$ cat config.mk
export PLATFORM = sky130hd
export DESIGN_NAME = idle_dimming_display_power_controller_top_flat
export DESIGN_NICKNAME = d
export VERILOG_FILES = /design/src/rtl/idpc_pkg.sv /design/src/rtl/idpc_scan_if.sv /design/src/rtl/idpc_cmd_if.sv /design/src/rtl/idpc_front.sv /design/src/rtl/idpc_queue.sv /design/src/rtl/idpc_back.sv /design/src/rtl/idle_dimming_display_power_controller_top.sv /design/src/flat_wrapper.sv
export SDC_FILE = /design/constraint.sdc
export NUM_CORES = 1
export LEC_CHECK = 0
export BUFFER_PORTS_ARGS = -buffer_cell sky130_fd_sc_hd__buf_2
export CAP_MARGIN = 0
export CORE_MARGIN = 1
export CORE_UTILIZATION = 30
export CTS_CLUSTER_SIZE = 25
export DETAILED_ROUTE_END_ITERATION = 10
export GPL_ROUTABILITY_DRIVEN = 1
export GPL_TIMING_DRIVEN = 0
export SLEW_MARGIN = 20
export SYNTH_ARGS = -nofsm -noshare
export SYNTH_HDL_FRONTEND = slang
export SYNTH_SLANG_ARGS = --single-unit
$ cat constraint.sdc
create_clock -name clk_i -period 4 [get_ports clk_i]
set_input_delay 0.4 -clock clk_i [delete_from_list [all_inputs] [get_ports clk_i]]
set_output_delay 0.4 -clock clk_i [all_outputs]
set_load 0.01 [all_outputs]
$ cat src/rtl/idpc_pkg.sv
package idpc_pkg;

  typedef enum logic [1:0] {
    LVL_OFF    = 2'd0,
    LVL_DIM    = 2'd1,
    LVL_BRIGHT = 2'd2
  } level_e;

  localparam int unsigned TimeoutWidth = 16;
  localparam int unsigned ByteWidth    = 8;
  localparam int unsigned TicksWidth   = 10;
  localparam int unsigned CfgIdxWidth  = 3;
  localparam int unsigned CfgDataWidth = 16;
  localparam int unsigned StepWidth    = 3;
  localparam int unsigned QueueDepth   = 2;

  // register indexes
  localparam logic [CfgIdxWidth-1:0] REG_DIM_TIMEOUT      = 3'd0;
  localparam logic [CfgIdxWidth-1:0] REG_OFF_TIMEOUT      = 3'd1;
  localparam logic [CfgIdxWidth-1:0] REG_BRIGHT_VCOMH     = 3'd2;
  localparam logic [CfgIdxWidth-1:0] REG_BRIGHT_PRECHARGE = 3'd3;
  localparam logic [CfgIdxWidth-1:0] REG_BRIGHT_CONTRAST  = 3'd4;
  localparam logic [CfgIdxWidth-1:0] REG_DIM_VCOMH        = 3'd5;
  localparam logic [CfgIdxWidth-1:0] REG_DIM_PRECHARGE    = 3'd6;
  localparam logic [CfgIdxWidth-1:0] REG_DIM_CONTRAST     = 3'd7;

  // panel commands
  localparam logic [ByteWidth-1:0] CMD_DISPLAY_OFF   = 8'hAE;
  localparam logic [ByteWidth-1:0] CMD_DISPLAY_ON    = 8'hAF;
  localparam logic [ByteWidth-1:0] CMD_SET_VCOMH     = 8'hDB;
  localparam logic [ByteWidth-1:0] CMD_SET_PRECHARGE = 8'hD9;
  localparam logic [ByteWidth-1:0] CMD_SET_CONTRAST  = 8'h81;

  // steps of a power-up run
  localparam logic [StepWidth-1:0] STEP_ON        = 3'd0;
  localparam logic [StepWidth-1:0] STEP_VCOMH_CMD = 3'd1;
  localparam logic [StepWidth-1:0] STEP_VCOMH_VAL = 3'd2;
  localparam logic [StepWidth-1:0] STEP_PRE_CMD   = 3'd3;
  localparam logic [StepWidth-1:0] STEP_PRE_VAL   = 3'd4;
  localparam logic [StepWidth-1:0] STEP_CON_CMD   = 3'd5;
  localparam logic [StepWidth-1:0] STEP_CON_VAL   = 3'd6;

  localparam logic [TimeoutWidth-1:0] DIM_TIMEOUT_RST      = 16'd3000;
  localparam logic [TimeoutWidth-1:0] OFF_TIMEOUT_RST      = 16'd7000;
  localparam logic [ByteWidth-1:0]    BRIGHT_VCOMH_RST     = 8'h3C;
  localparam logic [ByteWidth-1:0]    BRIGHT_PRECHARGE_RST = 8'hF1;
  localparam logic [ByteWidth-1:0]    BRIGHT_CONTRAST_RST  = 8'h0F;
  localparam logic [ByteWidth-1:0]    DIM_VCOMH_RST        = 8'h00;
  localparam logic [ByteWidth-1:0]    DIM_PRECHARGE_RST    = 8'h01;
  localparam logic [ByteWidth-1:0]    DIM_CONTRAST_RST     = 8'h01;

  typedef struct packed {
    logic [TimeoutWidth-1:0] dim_timeout;
    logic [TimeoutWidth-1:0] off_timeout;
    logic [ByteWidth-1:0]    bright_vcomh;
    logic [ByteWidth-1:0]    bright_precharge;
    logic [ByteWidth-1:0]    bright_contrast;
    logic [ByteWidth-1:0]    dim_vcomh;
    logic [ByteWidth-1:0]    dim_precharge;
    logic [ByteWidth-1:0]    dim_contrast;
  } cfg_t;

  typedef struct packed {
    logic   push;
    level_e level;
  } push_t;

  typedef struct packed {
    logic   empty;
    logic   full;
    level_e level;
  } q_stat_t;

  function automatic logic [ByteWidth-1:0] cmd_byte(level_e lvl, logic [StepWidth-1:0] step,
                                                   cfg_t cfg);
    logic [ByteWidth-1:0] vcomh;
    logic [ByteWidth-1:0] pre;
    logic [ByteWidth-1:0] con;
    logic [ByteWidth-1:0] res;
    vcomh = (lvl == LVL_DIM) ? cfg.dim_vcomh     : cfg.bright_vcomh;
    pre   = (lvl == LVL_DIM) ? cfg.dim_precharge : cfg.bright_precharge;
    con   = (lvl == LVL_DIM) ? cfg.dim_contrast  : cfg.bright_contrast;
    if (lvl == LVL_OFF) begin
      res = CMD_DISPLAY_OFF;
    end else begin
      unique case (step)
        STEP_ON:        res = CMD_DISPLAY_ON;
        STEP_VCOMH_CMD: res = CMD_SET_VCOMH;
        STEP_VCOMH_VAL: res = vcomh;
        STEP_PRE_CMD:   res = CMD_SET_PRECHARGE;
        STEP_PRE_VAL:   res = pre;
        STEP_CON_CMD:   res = CMD_SET_CONTRAST;
        STEP_CON_VAL:   res = con;
        default:        res = CMD_DISPLAY_ON;
      endcase
    end
    return res;
  endfunction

endpackage

$ cat src/rtl/idpc_scan_if.sv
interface idpc_scan_if;
  logic                               valid;
  logic                               ready;
  logic                               activity;
  logic [idpc_pkg::TicksWidth-1:0]    ticks_advanced;

  modport source (output valid, output activity, output ticks_advanced, input ready);
  modport sink   (input valid, input activity, input ticks_advanced, output ready);
endinterface

$ cat src/rtl/idpc_cmd_if.sv
interface idpc_cmd_if;
  logic                             valid;
  logic                             ready;
  logic [idpc_pkg::ByteWidth-1:0]   command_byte;
  logic [1:0]                       new_level;
  logic                             last_byte;

  modport source (output valid, output command_byte, output new_level, output last_byte,
                  input ready);
  modport sink   (input valid, input command_byte, input new_level, input last_byte,
                  output ready);
endinterface

$ cat src/rtl/idpc_front.sv
module idpc_front #(
  parameter int unsigned IdleCountWidth = 16
) (
  input  logic                                 clk_i,
  input  logic                                 rst_ni,
  input  logic                                 valid_i,
  output logic                                 ready_o,
  input  logic                                 activity_i,
  input  logic [idpc_pkg::TicksWidth-1:0]      ticks_advanced_i,
  input  logic [idpc_pkg::TimeoutWidth-1:0]    dim_timeout_i,
  input  logic [idpc_pkg::TimeoutWidth-1:0]    off_timeout_i,
  input  logic                                 q_full_i,
  output idpc_pkg::push_t                      push_o
);

  localparam int unsigned AddW = (IdleCountWidth > idpc_pkg::TicksWidth) ?
                                 IdleCountWidth : idpc_pkg::TicksWidth;
  localparam int unsigned SumW = AddW + 1;
  localparam int unsigned CmpW = (IdleCountWidth > idpc_pkg::TimeoutWidth) ?
                                 IdleCountWidth : idpc_pkg::TimeoutWidth;

  logic [IdleCountWidth-1:0] idle_q, idle_d;
  idpc_pkg::level_e          level_q, target;
  logic [SumW-1:0]           sum, sat_max;
  logic [CmpW-1:0]           idle_cmp, dim_cmp, off_cmp;
  logic                      accept;

  assign ready_o = !q_full_i;
  assign accept  = valid_i && ready_o;

  assign sum     = SumW'(idle_q) + SumW'(ticks_advanced_i);
  assign sat_max = {{(SumW-IdleCountWidth){1'b0}}, {IdleCountWidth{1'b1}}};

  always_comb begin
    if (activity_i) begin
      idle_d = '0;
    end else if (sum > sat_max) begin
      idle_d = {IdleCountWidth{1'b1}};
    end else begin
      idle_d = sum[IdleCountWidth-1:0];
    end
  end

  assign idle_cmp = CmpW'(idle_d);
  assign dim_cmp  = CmpW'(dim_timeout_i);
  assign off_cmp  = CmpW'(off_timeout_i);

  // off takes priority over dim
  always_comb begin
    if (idle_cmp >= off_cmp) begin
      target = idpc_pkg::LVL_OFF;
    end else if (idle_cmp >= dim_cmp) begin
      target = idpc_pkg::LVL_DIM;
    end else begin
      target = idpc_pkg::LVL_BRIGHT;
    end
  end

  assign push_o.push  = accept && (target != level_q);
  assign push_o.level = target;

  always_ff @(posedge clk_i or negedge rst_ni) begin
    if (!rst_ni) begin
      idle_q  <= '0;
      level_q <= idpc_pkg::LVL_BRIGHT;
    end else if (accept) begin
      idle_q  <= idle_d;
      level_q <= target;
    end
  end

endmodule

$ cat src/rtl/idpc_queue.sv
module idpc_queue (
  input  logic              clk_i,
  input  logic              rst_ni,
  input  idpc_pkg::push_t   push_i,
  input  logic              pop_i,
  output idpc_pkg::q_stat_t stat_o
);

  localparam int unsigned PtrW = (idpc_pkg::QueueDepth > 1) ? $clog2(idpc_pkg::QueueDepth) : 1;
  localparam int unsigned CntW = $clog2(idpc_pkg::QueueDepth + 1);
  localparam logic [PtrW-1:0] LastPtr = PtrW'(idpc_pkg::QueueDepth - 1);
  localparam logic [CntW-1:0] FullCnt = CntW'(idpc_pkg::QueueDepth);

  idpc_pkg::level_e mem_q [idpc_pkg::QueueDepth];
  logic [PtrW-1:0]  wr_q, rd_q;
  logic [CntW-1:0]  cnt_q;
  logic             do_push, do_pop;

  assign stat_o.empty = (cnt_q == '0);
  assign stat_o.full  = (cnt_q == FullCnt);
  assign stat_o.level = mem_q[rd_q];

  assign do_push = push_i.push && !stat_o.full;
  assign do_pop  = pop_i && !stat_o.empty;

  always_ff @(posedge clk_i) begin
    if (do_push) begin
      mem_q[wr_q] <= push_i.level;
    end
  end

  always_ff @(posedge clk_i or negedge rst_ni) begin
    if (!rst_ni) begin
      wr_q  <= '0;
      rd_q  <= '0;
      cnt_q <= '0;
    end else begin
      if (do_push) begin
        wr_q <= (wr_q == LastPtr) ? '0 : wr_q + 1'b1;
      end
      if (do_pop) begin
        rd_q <= (rd_q == LastPtr) ? '0 : rd_q + 1'b1;
      end
      if (do_push && !do_pop) begin
        cnt_q <= cnt_q + 1'b1;
      end else if (do_pop && !do_push) begin
        cnt_q <= cnt_q - 1'b1;
      end
    end
  end

endmodule

$ cat src/rtl/idpc_back.sv
module idpc_back (
  input  logic                             clk_i,
  input  logic                             rst_ni,
  input  idpc_pkg::cfg_t                   cfg_i,
  input  idpc_pkg::q_stat_t                q_stat_i,
  output logic                             pop_o,
  output logic                             valid_o,
  input  logic                             ready_i,
  output logic [idpc_pkg::ByteWidth-1:0]   command_byte_o,
  output logic [1:0]                       new_level_o,
  output logic                             last_byte_o
);

  logic                              busy_q;
  idpc_pkg::level_e                  lvl_q;
  logic [idpc_pkg::StepWidth-1:0]    step_q;
  logic                              out_valid_q;
  logic [idpc_pkg::ByteWidth-1:0]    out_byte_q;
  idpc_pkg::level_e                  out_lvl_q;
  logic                              out_last_q;
  logic                              out_free, emit, is_last;

  assign out_free = !out_valid_q || ready_i;
  assign pop_o    = !busy_q && !q_stat_i.empty;
  assign emit     = busy_q && out_free;
  assign is_last  = (lvl_q == idpc_pkg::LVL_OFF) || (step_q == idpc_pkg::STEP_CON_VAL);

  always_ff @(posedge clk_i or negedge rst_ni) begin
    if (!rst_ni) begin
      busy_q      <= 1'b0;
      step_q      <= '0;
      out_valid_q <= 1'b0;
    end else begin
      if (pop_o) begin
        busy_q <= 1'b1;
        step_q <= idpc_pkg::STEP_ON;
      end else if (emit) begin
        step_q <= step_q + 1'b1;
        if (is_last) begin
          busy_q <= 1'b0;
        end
      end
      if (emit) begin
        out_valid_q <= 1'b1;
      end else if (ready_i) begin
        out_valid_q <= 1'b0;
      end
    end
  end

  always_ff @(posedge clk_i) begin
    if (pop_o) begin
      lvl_q <= q_stat_i.level;
    end
    if (emit) begin
      out_byte_q <= idpc_pkg::cmd_byte(lvl_q, step_q, cfg_i);
      out_lvl_q  <= lvl_q;
      out_last_q <= is_last;
    end
  end

  assign valid_o        = out_valid_q;
  assign command_byte_o = out_byte_q;
  assign new_level_o    = out_lvl_q;
  assign last_byte_o    = out_last_q;

endmodule

$ cat src/rtl/idle_dimming_display_power_controller_top.sv
// Channel   Dir   Handshake      Word
// scan_i    in    valid/ready    activity, ticks_advanced
// cmd_o     out   valid/ready    command_byte, new_level, last_byte
// cfg       in    cfg_we_i       cfg_idx_i, cfg_data_i (write only)
//
// When a scan is taken, the idle count and level update at once.
// For a level change the byte sequencer first loads the change from the queue, then
// emits its bytes one by one: seven for a power-up run, one for power-off.
// Scans are refused only while the two-entry change queue is full.
// Reset (rst_ni low, asynchronous) returns the level to bright and the count to zero.
module idle_dimming_display_power_controller_top #(
  parameter int unsigned IDLE_COUNT_WIDTH = 16
) (
  input  logic                                 clk_i,
  input  logic                                 rst_ni,
  idpc_scan_if.sink                            scan_i,
  idpc_cmd_if.source                           cmd_o,
  input  logic                                 cfg_we_i,
  input  logic [idpc_pkg::CfgIdxWidth-1:0]     cfg_idx_i,
  input  logic [idpc_pkg::CfgDataWidth-1:0]    cfg_data_i
);

  idpc_pkg::cfg_t    cfg_q;
  idpc_pkg::push_t   push;
  idpc_pkg::q_stat_t q_stat;
  logic              pop;

  always_ff @(posedge clk_i or negedge rst_ni) begin
    if (!rst_ni) begin
      cfg_q.dim_timeout      <= idpc_pkg::DIM_TIMEOUT_RST;
      cfg_q.off_timeout      <= idpc_pkg::OFF_TIMEOUT_RST;
      cfg_q.bright_vcomh     <= idpc_pkg::BRIGHT_VCOMH_RST;
      cfg_q.bright_precharge <= idpc_pkg::BRIGHT_PRECHARGE_RST;
      cfg_q.bright_contrast  <= idpc_pkg::BRIGHT_CONTRAST_RST;
      cfg_q.dim_vcomh        <= idpc_pkg::DIM_VCOMH_RST;
      cfg_q.dim_precharge    <= idpc_pkg::DIM_PRECHARGE_RST;
      cfg_q.dim_contrast     <= idpc_pkg::DIM_CONTRAST_RST;
    end else if (cfg_we_i) begin
      unique case (cfg_idx_i)
        idpc_pkg::REG_DIM_TIMEOUT:      cfg_q.dim_timeout      <= cfg_data_i;
        idpc_pkg::REG_OFF_TIMEOUT:      cfg_q.off_timeout      <= cfg_data_i;
        idpc_pkg::REG_BRIGHT_VCOMH:     cfg_q.bright_vcomh     <= cfg_data_i[7:0];
        idpc_pkg::REG_BRIGHT_PRECHARGE: cfg_q.bright_precharge <= cfg_data_i[7:0];
        idpc_pkg::REG_BRIGHT_CONTRAST:  cfg_q.bright_contrast  <= cfg_data_i[7:0];
        idpc_pkg::REG_DIM_VCOMH:        cfg_q.dim_vcomh        <= cfg_data_i[7:0];
        idpc_pkg::REG_DIM_PRECHARGE:    cfg_q.dim_precharge    <= cfg_data_i[7:0];
        idpc_pkg::REG_DIM_CONTRAST:     cfg_q.dim_contrast     <= cfg_data_i[7:0];
        default: ;
      endcase
    end
  end

  idpc_front #(
    .IdleCountWidth (IDLE_COUNT_WIDTH)
  ) u_front (
    .clk_i            (clk_i),
    .rst_ni           (rst_ni),
    .valid_i          (scan_i.valid),
    .ready_o          (scan_i.ready),
    .activity_i       (scan_i.activity),
    .ticks_advanced_i (scan_i.ticks_advanced),
    .dim_timeout_i    (cfg_q.dim_timeout),
    .off_timeout_i    (cfg_q.off_timeout),
    .q_full_i         (q_stat.full),
    .push_o           (push)
  );

  idpc_queue u_queue (
    .clk_i  (clk_i),
    .rst_ni (rst_ni),
    .push_i (push),
    .pop_i  (pop),
    .stat_o (q_stat)
  );

  idpc_back u_back (
    .clk_i          (clk_i),
    .rst_ni         (rst_ni),
    .cfg_i          (cfg_q),
    .q_stat_i       (q_stat),
    .pop_o          (pop),
    .valid_o        (cmd_o.valid),
    .ready_i        (cmd_o.ready),
    .command_byte_o (cmd_o.command_byte),
    .new_level_o    (cmd_o.new_level),
    .last_byte_o    (cmd_o.last_byte)
  );

endmodule

$ cat src/flat_wrapper.sv
// flat-port wrapper written by rule: the top's interface ports become plain ports
module idle_dimming_display_power_controller_top_flat 
#(
  parameter int unsigned IDLE_COUNT_WIDTH = 16
)
  (clk_i, rst_ni, cfg_we_i, cfg_idx_i, cfg_data_i, scan_i_valid, scan_i_activity, scan_i_ticks_advanced, scan_i_ready, cmd_o_valid, cmd_o_command_byte, cmd_o_new_level, cmd_o_last_byte, cmd_o_ready);
  idpc_scan_if scan_i_i ();
  idpc_cmd_if cmd_o_i ();
  input  logic clk_i;
  input  logic rst_ni;
  input  logic cfg_we_i;
  input  logic [idpc_pkg::CfgIdxWidth-1:0] cfg_idx_i;
  input  logic [idpc_pkg::CfgDataWidth-1:0] cfg_data_i;
  input wire logic [$bits(scan_i_i.valid)-1:0] scan_i_valid;
  input wire logic [$bits(scan_i_i.activity)-1:0] scan_i_activity;
  input wire logic [$bits(scan_i_i.ticks_advanced)-1:0] scan_i_ticks_advanced;
  output wire logic [$bits(scan_i_i.ready)-1:0] scan_i_ready;
  output wire logic [$bits(cmd_o_i.valid)-1:0] cmd_o_valid;
  output wire logic [$bits(cmd_o_i.command_byte)-1:0] cmd_o_command_byte;
  output wire logic [$bits(cmd_o_i.new_level)-1:0] cmd_o_new_level;
  output wire logic [$bits(cmd_o_i.last_byte)-1:0] cmd_o_last_byte;
  input wire logic [$bits(cmd_o_i.ready)-1:0] cmd_o_ready;
  assign scan_i_i.valid = scan_i_valid;
  assign scan_i_i.activity = scan_i_activity;
  assign scan_i_i.ticks_advanced = scan_i_ticks_advanced;
  assign scan_i_ready = scan_i_i.ready;
  assign cmd_o_valid = cmd_o_i.valid;
  assign cmd_o_command_byte = cmd_o_i.command_byte;
  assign cmd_o_new_level = cmd_o_i.new_level;
  assign cmd_o_last_byte = cmd_o_i.last_byte;
  assign cmd_o_i.ready = cmd_o_ready;
  idle_dimming_display_power_controller_top #(.IDLE_COUNT_WIDTH(IDLE_COUNT_WIDTH)) u_core (.clk_i(clk_i), .rst_ni(rst_ni), .scan_i(scan_i_i), .cmd_o(cmd_o_i), .cfg_we_i(cfg_we_i), .cfg_idx_i(cfg_idx_i), .cfg_data_i(cfg_data_i));
endmodule
After elaboration in Yosys (flattened, before gate mapping)
Memory sizes are Yosys's and may differ from the RTL's. A register that Yosys moved wholly into a read port is not among the register bits.
Index checks and enable logic that the tools add are counted.
{"block": "word_totals", "ff_bits": 118, "ramBits": 4, "in_bits": 35, "out_inout_bits": 13, "wordCells": 98, "n_memories": 1}
{"name": "u_core.u_queue.mem_q", "depth": 2, "word_bits": 2, "rd": 1, "rd_ports_with_merged_regs": 1, "write_ports": 1, "line": "idpc_queue.sv:14", "text": "idpc_pkg::level_e mem_q [idpc_pkg::QueueDepth];"}
{"block": "op_classes", "addsub": 6, "order_cmp": 3, "eq_ne": 16, "mux": 21, "reduce_logical": 32}
{"op": "case mux 8 bit (6 select lines)", "count": 1}
{"op": ">= comparator 16 bit", "count": 2}
{"op": "2-to-1 mux 16 bit", "count": 2}
{"op": "2-to-1 mux 8 bit", "count": 3}
{"op": "equality test 3 bit (second input constant)", "count": 7}
{"op": "AND reduction 2 bit", "count": 9}
{"op": "adder 16 x 10 -> 17 bit", "count": 1}
{"op": "> comparator 17 x 16 -> 1 bit (second input constant)", "count": 1}
{"op": "equality test 3 x 2 -> 1 bit (second input constant)", "count": 4}
{"op": "2-to-1 mux 1 bit", "count": 9}
{"op": "logical AND 1 bit", "count": 8}
{"op": "2-to-1 mux 2 bit", "count": 4}
{"op": "nonzero test 2 bit", "count": 4}
{"op": "equality test 3 x 1 -> 1 bit (second input constant)", "count": 2}
{"op": "zero test 1 bit", "count": 6}
{"op": "2-to-1 mux 3 bit", "count": 2}
{"op": "zero test 2 bit", "count": 2}
{"op": "adder 3 x 1 -> 3 bit (second input constant)", "count": 1}
{"op": "zero test 3 bit", "count": 1}
{"op": "adder 1 bit (second input constant)", "count": 2}
{"op": "adder 2 x 1 -> 2 bit (second input constant)", "count": 1}
{"op": "equality test 2 x 1 -> 1 bit (second input constant)", "count": 1}
{"op": "equality test 2 bit (second input constant)", "count": 1}
{"op": "logical OR 1 bit", "count": 2}
{"op": "2 further kinds", "count": 2}

Depth between registers and ports, before layout
Gate-level depths: netlist of run 1.
{"block": "logic_depth", "depth_word": 14, "mapped_depth": 21, "depth_no_buf": 21}

Cells and area by module
From an unflattened synthesis of run 1, not the netlist that was laid out.
{"block": "hier_totals", "cells_unflattened": 589, "hier_area_um2": 6796.5}
{"mod": "idle_dimming_display_power_controller_top", "instances": 1, "cells_each": 177, "area_each_um2": 3129.3, "seq_area_each_um2": 2038.2}
{"mod": "idpc_front", "instances": 1, "cells_each": 280, "area_each_um2": 2198.4, "seq_area_each_um2": 451.7}
{"mod": "idpc_back", "instances": 1, "cells_each": 107, "area_each_um2": 1129.8, "seq_area_each_um2": 515.5}
{"mod": "idpc_queue", "instances": 1, "cells_each": 25, "area_each_um2": 339.1, "seq_area_each_um2": 220.2}

Worst setup path after synthesis of run 1
No wires, ideal clock.
{"block": "synth_timing", "path_kind": "input -> register", "from": "input port scan_i_ticks_advanced[0]", "to": "register u_core.u_queue.cnt_q[1]", "setup_ps": 79, "t_arrival_ps": 4316, "required_time_ps": 3921, "path_slack_ps": -396, "stages": 20, "n_path_buf": 1, "cell_sequence": "ha_1 -> inv_1 -> fa_1 -> nor2b_1 -> o21a_2 -> o21ai_2 -> a211o_2 -> a211o_1 -> buf_6 -> a21oi_2 -> ha_1 -> a21o_1 -> a211oi_2 -> o21ai_1 -> a221o_1 -> nor4b_1 -> nor4b_2 -> ha_1 -> nor2_1 -> xor2_1"}
{"block": "synth_between", "elab_chain_len": 13, "elab_cells_between_ends": 16, "classes_between": "1 x add/sub; 3 x order compare; 1 x eq/ne; 5 x mux; 6 x reduce/logical"}
{"element": "start, declared", "line": "flat_wrapper.sv:16", "text": "input wire logic [$bits(scan_i_i.ticks_advanced)-1:0] scan_i_ticks_advanced;"}
{"element": "adder 16 x 10 -> 17 bit (*)", "line": "idpc_front.sv:31", "text": "assign sum = SumW'(idle_q) + SumW'(ticks_advanced_i);"}
{"element": "> comparator 17 x 16 -> 1 bit", "line": "idpc_front.sv:37", "text": "end else if (sum > sat_max) begin"}
{"element": "2-to-1 mux 16 bit (*)", "line": "idpc_front.sv:37"}
{"element": "2-to-1 mux 16 bit (*)", "line": "idpc_front.sv:35", "text": "if (activity_i) begin"}
{"element": "named net u_core.u_front.idle_cmp[7]", "line": "idpc_front.sv:25", "text": "logic [CmpW-1:0] idle_cmp, dim_cmp, off_cmp;"}
{"element": ">= comparator 16 bit", "line": "idpc_front.sv:52", "text": "end else if (idle_cmp >= dim_cmp) begin"}
{"element": "2-to-1 mux 2 bit", "line": "idpc_front.sv:52"}
{"element": "2-to-1 mux 2 bit (*)", "line": "idpc_front.sv:50", "text": "if (idle_cmp >= off_cmp) begin"}
{"element": "!= test 2 bit (*)", "line": "idpc_front.sv:59", "text": "assign push_o.push = accept && (target != level_q);"}
{"element": "logical AND 1 bit (*)", "line": "idpc_front.sv:59"}
{"element": "logical AND 1 bit (*)", "line": "idpc_queue.sv:23", "text": "assign do_push = push_i.push && !stat_o.full;"}
{"element": "named net u_core.u_queue.do_push", "line": "idpc_queue.sv:17", "text": "logic do_push, do_pop;"}
{"element": "zero test 1 bit", "line": "idpc_queue.sv:46", "text": "end else if (do_pop && !do_push) begin"}
{"element": "logical AND 1 bit", "line": "idpc_queue.sv:46"}
{"element": "nonzero test 2 bit (no line)"}
{"element": "end signal, assigned", "line": "idpc_queue.sv:45", "text": "cnt_q <= cnt_q + 1'b1;"}
{"element": "end signal, assigned", "line": "idpc_queue.sv:47", "text": "cnt_q <= cnt_q - 1'b1;"}
{"element": "end, declared", "line": "idpc_queue.sv:16", "text": "logic [CntW-1:0] cnt_q;"}
Mark *: on every way through the listed nets, which the timed path passes. The rest lies on a longest branch.
A chain may end at the register's enable or synchronous reset.

Worst setup path after layout of run 1
{"block": "layout_timing", "from": "register u_core.u_front.idle_q[0]", "to": "memory u_core.u_queue.mem_q[0][0] (netlist bit), enable pin"}
{"block": "layout_between", "elab_chain_len": 12, "elab_cells_between_ends": 13, "classes_between": "1 x add/sub; 3 x order compare; 1 x eq/ne; 6 x mux; 2 x reduce/logical"}
{"element": "start, declared", "line": "idpc_front.sv:22", "text": "logic [IdleCountWidth-1:0] idle_q, idle_d;"}
{"element": "start signal, assigned", "line": "idpc_front.sv:67", "text": "idle_q <= idle_d;"}
{"element": "adder 16 x 10 -> 17 bit (*)", "line": "idpc_front.sv:31"}
{"element": "> comparator 17 x 16 -> 1 bit", "line": "idpc_front.sv:37"}
{"element": "2-to-1 mux 16 bit (*)", "line": "idpc_front.sv:37"}
{"element": "2-to-1 mux 16 bit (*)", "line": "idpc_front.sv:35"}
{"element": "named net u_core.u_front.idle_cmp[7]", "line": "idpc_front.sv:25"}
{"element": ">= comparator 16 bit", "line": "idpc_front.sv:52"}
{"element": "2-to-1 mux 2 bit", "line": "idpc_front.sv:52"}
{"element": "2-to-1 mux 2 bit (*)", "line": "idpc_front.sv:50"}
{"element": "!= test 2 bit (*)", "line": "idpc_front.sv:59"}
{"element": "logical AND 1 bit (*)", "line": "idpc_front.sv:59"}
{"element": "logical AND 1 bit (*)", "line": "idpc_queue.sv:23"}
{"element": "named net u_core.u_queue.do_push", "line": "idpc_queue.sv:17"}
{"element": "2-to-1 mux 1 bit (*)", "line": "idpc_queue.sv:27", "text": "if (do_push) begin"}
{"element": "2-to-1 mux 1 bit (implied by the code) (*)", "line": "idpc_queue.sv:28", "text": "mem_q[wr_q] <= push_i.level;"}
{"element": "end, declared", "line": "idpc_queue.sv:14"}
Marked as above.

==> impl_metrics.tcl, run 1 <==
set metrics [dict create \
    final.setup.worst_slack_ns -0.548 \
    routed_wl_um 15600 \
    synthToLayoutAreaGrowth_pct 23.5 \
    root_cell_of_the_clock_tree "sky130_fd_sc_hd__clkbuf_16" \
    die_area_mm2 0.0230 \
    wl_per_cell_um 15.6 \
    antenna_violations_before_repair 1 \
    ys_types 62 \
    ys_seq_elements 124 \
    clkSlewWorstSetupHoldPaths_ns 0.06 \
    post_synth.cell_area_avg_um2 10.7 \
    finalNetCount 793 \
    crit_path_cell_trace "ha_4 > inv_2 > fa_2 > nor2b_1 > o21a_2 > o21ai_4 > a211o_4 > a211o_1 > buf_6 > a21oi_4 > ha_4 > a21o_1 > a211oi_2 > o21ai_1 > a221o_2 > o21ai_2 > nor4b_4 > buf_4 > buf_4 > buf_6 > nor2b_4" \
    layout.cells.most_common "sky130_fd_sc_hd__dfrtp_1" \
    drv.max_cap_violation_count 0 \
    drt_first_iter_violations 256 \
    finalWeightedCongestion 0.834 \
    finalCritPeriodShare_pct 114 \
    report.final.setup_viol 8 \
    crit_path_max_fanout 8 \
    slew_violations 0 \
    pwr_density_cell_mw_per_mm2 662 \
    top_level_i_o_count 48 \
    fraction_of_final_layout_cells_with_drive_strength_greater_than_1_pct 31.7 \
    finalHoldViolations 0 \
    yosysWarningCount 0 \
    total_leakage_power_nw 3.51 \
    grt_setup_unrepaired "yes" \
    critPathBufInv 5 \
    floorplan.die.width_um 152 \
    most-common-layout-cells "77 x sky130_fd_sc_hd__dfrtp_1, 62 x sky130_fd_sc_hd__nand2_1, 59 x sky130_fd_sc_hd__mux2_2" \
    hold_path.class "in -> reg" \
    synth_top_flop_cell "sky130_fd_sc_hd__dfrtp_1" \
    synthesis.instances 629 \
    fin_crit_ns 4.55 \
    worstSetupEndpointType "flip-flop" \
    peakVddDrop_mv 0.274 \
    detailroute.via_count 4922 \
    maxClockFrequency_mhz 220 \
    critical_path.slowest_cell "sky130_fd_sc_hd__a221o_2" \
    postSynthNetCount 713 \
    cts_htree_levels 4 \
    layout.cells.non_filler 1003 \
    cts_sinks 124 \
    first_global_vias 4816 \
    port_buffers 42 \
    drtPass1Iterations 6 \
    clock_insertion_delay_worst_skew_ns 0.42 \
    detail-route-antenna-nets 0 \
    core.rowCount 54 \
    dpl.cell_count 952 \
    hpwl_um 11200 \
    crit_arrival_ns 4.67 \
    violations_in_the_final_reports "setup timing" \
    synthesis.area_mm2 0.00672 \
    grt_use_total_pct 14.5 \
    skew_ns 0.0178 \
    grt.overflow.total 0 \
    synth_sequential_area_ratio_pct 48.0 \
    synth_enable_flop_cells 17 \
    required_time_worst_endpoint_ns 4.12 \
    cts_tree "done" \
    cp_top_family "compound AO/OA/AOI/OAI gates" \
    criticalPathCategory "reg -> reg" \
    wire_length_of_the_first_global_routing_pass_um 25200 \
    setup.worst_path.start_class "flip-flop" \
    viasPerCell 4.91 \
    core_box_area_mm2 0.0219 \
    largest_net_degree_at_the_start_of_global_routing 57 \
    cts-buffers-inserted 17 \
    run_status "complete, but fails checks" \
    ys_async_sr_fraction_pct 86.3 \
    worst-slew-pin-transition_ns 0.978 \
    cts-root-to-sink-buffers 2 \
    setup_tns_ns -3.53 \
    die_h_um 152 \
    remaining_drc_errors 0 \
    timing.slew.headroom_pct 34.5 \
    highest_cell_delay_on_the_worst_timing_path_ns 0.45 \
    floorplan.initialDensity_pct 30.7 \
]
-- synthesized netlist by cell type (6+ instances only) --
master,n,area (µm²)
sky130_fd_sc_hd__dfstp_2,30,788
sky130_fd_sc_hd__o21ai_0,58,290
sky130_fd_sc_hd__mux2_2,59,664
sky130_fd_sc_hd__edfxtp_1,17,510
sky130_fd_sc_hd__nor2b_1,6,37.5
sky130_fd_sc_hd__ha_1,48,601
sky130_fd_sc_hd__xor2_1,9,78.8
sky130_fd_sc_hd__nand2b_1,12,75.1
sky130_fd_sc_hd__dfrtp_1,77,1930
sky130_fd_sc_hd__nand2_1,62,233
sky130_fd_sc_hd__inv_1,43,161
sky130_fd_sc_hd__clkbuf_1,23,86.3
sky130_fd_sc_hd__nor2_1,30,113
sky130_fd_sc_hd__nand3_1,8,40.0
sky130_fd_sc_hd__a21oi_1,33,165
sky130_fd_sc_hd__a221oi_1,9,78.8
-- sequential cells by signal (all words and copies together), names as in the netlist, 2 cells and up --
signal and flops:
u_core.u_back.new_level_o 2, u_core.u_back.step_q 3, u_core.u_queue.mem_q 4, u_core.u_back.lvl_q 2, u_core.u_back.command_byte_o 8, u_core.cfg_q 80, u_core.u_front.level_q 2, u_core.u_front.idle_q 16
u_core.u_queue.cnt_q 2
-- path summary, 6_finish.rpt --
| path | cells past startpoint | endpoint | slack [ns] | startpoint |
|---|---|---|---|---|
| min | 3 | u_core.cfg_q[79] | 0.21 | cfg_data_i[15] |
| max reg2reg | 21 | u_core.u_queue.mem_q[0][0] | -0.55 | u_core.u_front.idle_q[0] |
| max in group asynchronous | 3 | u_core.cfg_q[67] | 2.78 | rst_ni |
| min reg2reg | 2 | u_core.u_front.idle_q[2] | 0.49 | u_core.u_front.idle_q[2] |
| max | 21 | u_core.u_queue.mem_q[0][0] | -0.55 | u_core.u_front.idle_q[0] |
| min in group asynchronous | 2 | u_core.cfg_q[33] | 0.51 | rst_ni |
-- power by group --
part / internal (W) / leakage (nW) / switching, W
sequential: 0.00171 / 1.41 / 0.000189
combinational: 0.000939 / 1.82 / 0.00121
clock: 0.000840 / 0.271 / 0.000607
total: 0.00349 / 3.51 / 0.00200
-- metrics by stage --
step                power (W)  setup slack (ns)  cell area (µm²)  hold slack (ns)  util, %
CTS                   0.00544            -0.528             8180            0.190     37.4
finish                0.00549            -0.548             8300            0.206     37.9
global placement      0.00379            -0.901             7380            0.480     33.7
floorplan             0.00331            -0.236             6820            0.104        -
detailed placement    0.00384            -0.957             7420            0.399     33.9
global route          0.00588            -0.774             8300            0.213     37.9
-- metal layers --
layer	up-vias	share of wire [%]	GRT usage, %
li1	2414	-	-
met1	2419	48	19.1
met3	9	3.5	3.08
met2	80	48	23.0
met4	0	0.96	5.74
met5	-	0	0
-- layout make-up --
cell class | count | area (µm²)
sequential | 124 | 3230
tap | 280 | 350
clock buffer | 19 | 454
buffer | 26 | 105
antenna | 1 | 2.50
timing repair buffer | 61 | 389
inverter | 43 | 161
fill | 2185 | 13600
clock inverter | 13 | 101
multi-input combinational | 436 | 3510
-- worst reg2reg max path, stage by stage (launching register included) --
cell and delay, ns:
sky130_fd_sc_hd__dfrtp_1 0.38, sky130_fd_sc_hd__ha_4 0.15, sky130_fd_sc_hd__inv_2 0.04, sky130_fd_sc_hd__fa_2 0.33, sky130_fd_sc_hd__nor2b_1 0.12, sky130_fd_sc_hd__o21a_2 0.16, sky130_fd_sc_hd__o21ai_4 0.06, sky130_fd_sc_hd__a211o_4 0.39
sky130_fd_sc_hd__a211o_1 0.28, sky130_fd_sc_hd__buf_6 0.16, sky130_fd_sc_hd__a21oi_4 0.19, sky130_fd_sc_hd__ha_4 0.24, sky130_fd_sc_hd__a21o_1 0.16, sky130_fd_sc_hd__a211oi_2 0.17, sky130_fd_sc_hd__o21ai_1 0.09, sky130_fd_sc_hd__a221o_2 0.45
sky130_fd_sc_hd__o21ai_2 0.17, sky130_fd_sc_hd__nor4b_4 0.21, sky130_fd_sc_hd__buf_4 0.17, sky130_fd_sc_hd__buf_4 0.11, sky130_fd_sc_hd__buf_6 0.09, sky130_fd_sc_hd__nor2b_4 0.14
-- logic make-up (layout without fill, tap and decap cells) --
family                     count (synthesis)  after routing  synth area share [%]
buffers and inverters                     69            162                  3.97
xor gates and xnor gates                  14             14                  1.83
other                                      0              1                     0
adders and majority gates                 49             49                  9.24
AOI/OAI and AO/OA                        158            158                  15.3
muxes                                     64             64                  10.6
DFF                                      124            124                  48.0
and+or+nand+nor                          151            151                  11.1
-- timing repair --
item                       CTS  global route
gates resized for setup     20            19
hold endpoints to repair    35             0
gates cloned                 0             0
pin swaps                    3             8
setup endpoints to repair   13            13
hold buffers                 1             0
buffers inserted            13             4
Power figures use the tool's default switching activity.
==> run 2, diff against run 1 <==
- CORE_ASPECT_RATIO: unset -> 1.1
==> run 2 against run 1 <==
- the flow still finishes with violations (setup timing)
- maximum frequency rose by 1.4%
- design area rose by 0.12%
- clock skew fell by 0.012 ns
- clock power rose by 8%
- critical path depth rose by 2
- global-route usage rose by 0.12 points
- largest cell class unchanged
==> impl_metrics.tcl, run 2 (synthesis results as in run 1) <==
set metrics [dict create \
    slew_violations 0 \
    fin_crit_ns 4.49 \
    cts_htree_levels 4 \
    root_cell_of_the_clock_tree "sky130_fd_sc_hd__clkbuf_16" \
    dpl.cell_count 967 \
    antenna_violations_before_repair 2 \
    viasPerCell 4.94 \
    critPathBufInv 4 \
    cts-buffers-inserted 17 \
    antenna_cells_inserted 0 \
    violations_in_the_final_reports "setup timing" \
    detail-route-antenna-nets 0 \
    die_area_mm2 0.0230 \
    drtPass1Iterations 4 \
    cts_sinks 124 \
    wire_length_of_the_first_global_routing_pass_um 25800 \
    setup_tns_ns -3.33 \
    max_flop_register "u_core.cfg_q" \
    grt_setup_unrepaired "yes" \
    worst-slew-pin-transition_ns 0.877 \
    hold_path.class "in -> reg" \
    pwr_density_cell_mw_per_mm2 668 \
    total_leakage_power_nw 3.52 \
    cts-root-to-sink-buffers 2 \
    finalCritPeriodShare_pct 112 \
    cts_tree "done" \
    crit_path_cell_trace "ha_4 > inv_2 > fa_2 > nor2b_1 > o21a_2 > o21ai_4 > a211o_4 > a211oi_4 > buf_4 > a21oi_1 > nor2_1 > ha_1 > o21a_1 > o2111ai_1 > nor3b_4 > buf_4 > nor4b_4 > nor4b_4 > buf_4 > ha_4 > xor2_1 > nor2_1 > xor2_1" \
    num-fill-cells 2147 \
    floorplan.initialDensity_pct 30.5 \
    floorplan.die.width_um 145 \
    most-common-layout-cells "77 x sky130_fd_sc_hd__dfrtp_1, 62 x sky130_fd_sc_hd__nand2_1, 58 x sky130_fd_sc_hd__mux2_2" \
    wl_per_cell_um 15.6 \
    die_h_um 159 \
    maxClockFrequency_mhz 223 \
    required_time_worst_endpoint_ns 4.34 \
    clock_insertion_delay_worst_skew_ns 0.42 \
    grt_use_total_pct 14.6 \
    setup.reg_to_reg.worst_slack_ns -0.49 \
    core.rowCount 57 \
    place_ws_ns -0.900 \
    area.sequential_mm2 0.00323 \
    layout.cells.most_common "sky130_fd_sc_hd__dfrtp_1" \
    timing.critical_path.mode_cell "sky130_fd_sc_hd__buf_4" \
    drt_first_iter_violations 224 \
    finalWeightedCongestion 0.828 \
    peakVddDrop_mv 0.297 \
    crit_path_max_fanout 5 \
    hpwl_um 11300 \
    finalHoldViolations 0 \
    layout.cells.non_filler 1011 \
    totalPowerFinal_w 0.00555 \
    synthToLayoutAreaGrowth_pct 23.7 \
    fin_hold_ws_ns 0.209 \
    largest_reg_flops 80 \
    largest_net_degree_at_the_start_of_global_routing 79 \
    critical_path.slowest_cell "sky130_fd_sc_hd__a211o_4" \
    multiInputGateArea_mm2 0.00349 \
    drv.max_cap_violation_count 0 \
    crit_arrival_ns 4.83 \
    run_status "complete, but fails checks" \
    routed_wl_um 15800 \
    detailroute.via_count 4991 \
    first_global_vias 4942 \
    finalNetCount 787 \
    port_buffers 42 \
    final.setup.worst_slack_ns -0.485 \
    skew_ns 0.00582 \
    remaining_drc_errors 0 \
    setup.worst_path.start_class "flip-flop" \
    worstSetupEndpointType "flip-flop" \
    core_box_area_mm2 0.0220 \
    cp_top_family "compound AO/OA/AOI/OAI gates" \
    fraction_of_final_layout_cells_with_drive_strength_greater_than_1_pct 30.7 \
    top_level_i_o_count 48 \
    grt.overflow.total 0 \
    timing.slew.headroom_pct 41.3 \
    clkSlewWorstSetupHoldPaths_ns 0.05 \
    criticalPathCategory "reg -> reg" \
    report.final.setup_viol 13 \
    highest_cell_delay_on_the_worst_timing_path_ns 0.39 \
]
==> run 2: cell types whose count changed in the layout (fill, tap and decap cells not counted), sizes merged <==
cell and delta:
inv -4, clkinv +1, clkbuf +3, bufinv +1, buf -6, clkinvlp -1, diode -1
==> run 2: worst min-delay path: stages <==
cell                      delay [ns]
sky130_fd_sc_hd__buf_2          0.09
sky130_fd_sc_hd__nand2_1        0.04
sky130_fd_sc_hd__o21ai_0        0.06
==> run 2: worst paths after layout <==
kind / startpoint / endpoint / cells past startpoint
setup reg to reg: u_core.u_front.idle_q[0] / u_core.u_queue.cnt_q[1] / 23
max in group asynchronous: rst_ni / u_core.cfg_q[27] / 3
hold / removal: cfg_data_i[13] / u_core.cfg_q[77] / 3
setup / recovery: u_core.u_front.idle_q[0] / u_core.u_queue.cnt_q[1] / 23
min in group asynchronous: rst_ni / u_core.u_back.valid_o / 2
hold reg to reg: u_core.u_back.valid_o / u_core.u_back.valid_o / 2
==> run 2: where the power goes <==
part / internal, W / switching, W / total (W) / leakage, nW
sequential: 0.00171 / 0.000192 / 0.00190 / 1.41
combinational: 0.000896 / 0.00118 / 0.00208 / 1.80
clock: 0.000985 / 0.000580 / 0.00156 / 0.304
==> run 2: area by class of cell <==
cell class	count	area share [%]
Clock buffer	22	6.22
Tap cell	295	4.44
Inverter	43	1.94
Sequential cell	124	38.8
Clock inverter	10	1.20
Timing Repair Buffer	55	4.10
Buffer	26	1.26
Multi-Input combinational cell	436	42.0
==> run 2: routing by layer <==
metal | global-route usage [%] | routed length, µm | up-vias
met2 | 23.9 | 7840 | 93
met3 | 3.85 | 564 | 22
met1 | 18.8 | 7140 | 2473
met4 | 3.88 | 212 | 4
li1 | - | - | 2399
met5 | 0 | 27 | -
==> run 2: timing repair <==
item / in CTS / in global routing
endpoints found under the setup margin: 13 / 13
hold buffers: 1 / 0
setup buffers: 10 / 1
hold endpoints to repair: 27 / 0
pin swaps: 8 / 6
resized for setup: 19 / 14
==> run 2: through the flow <==
stage / util (%) / instance area (µm²)
6_report: 37.7 / 8310
5_1_grt: 37.7 / 8310
4_1_cts: 37.4 / 8230
3_5_place_dp: 33.7 / 7430
3_3_place_gp: 33.6 / 7400
2_1_floorplan: - / 6820
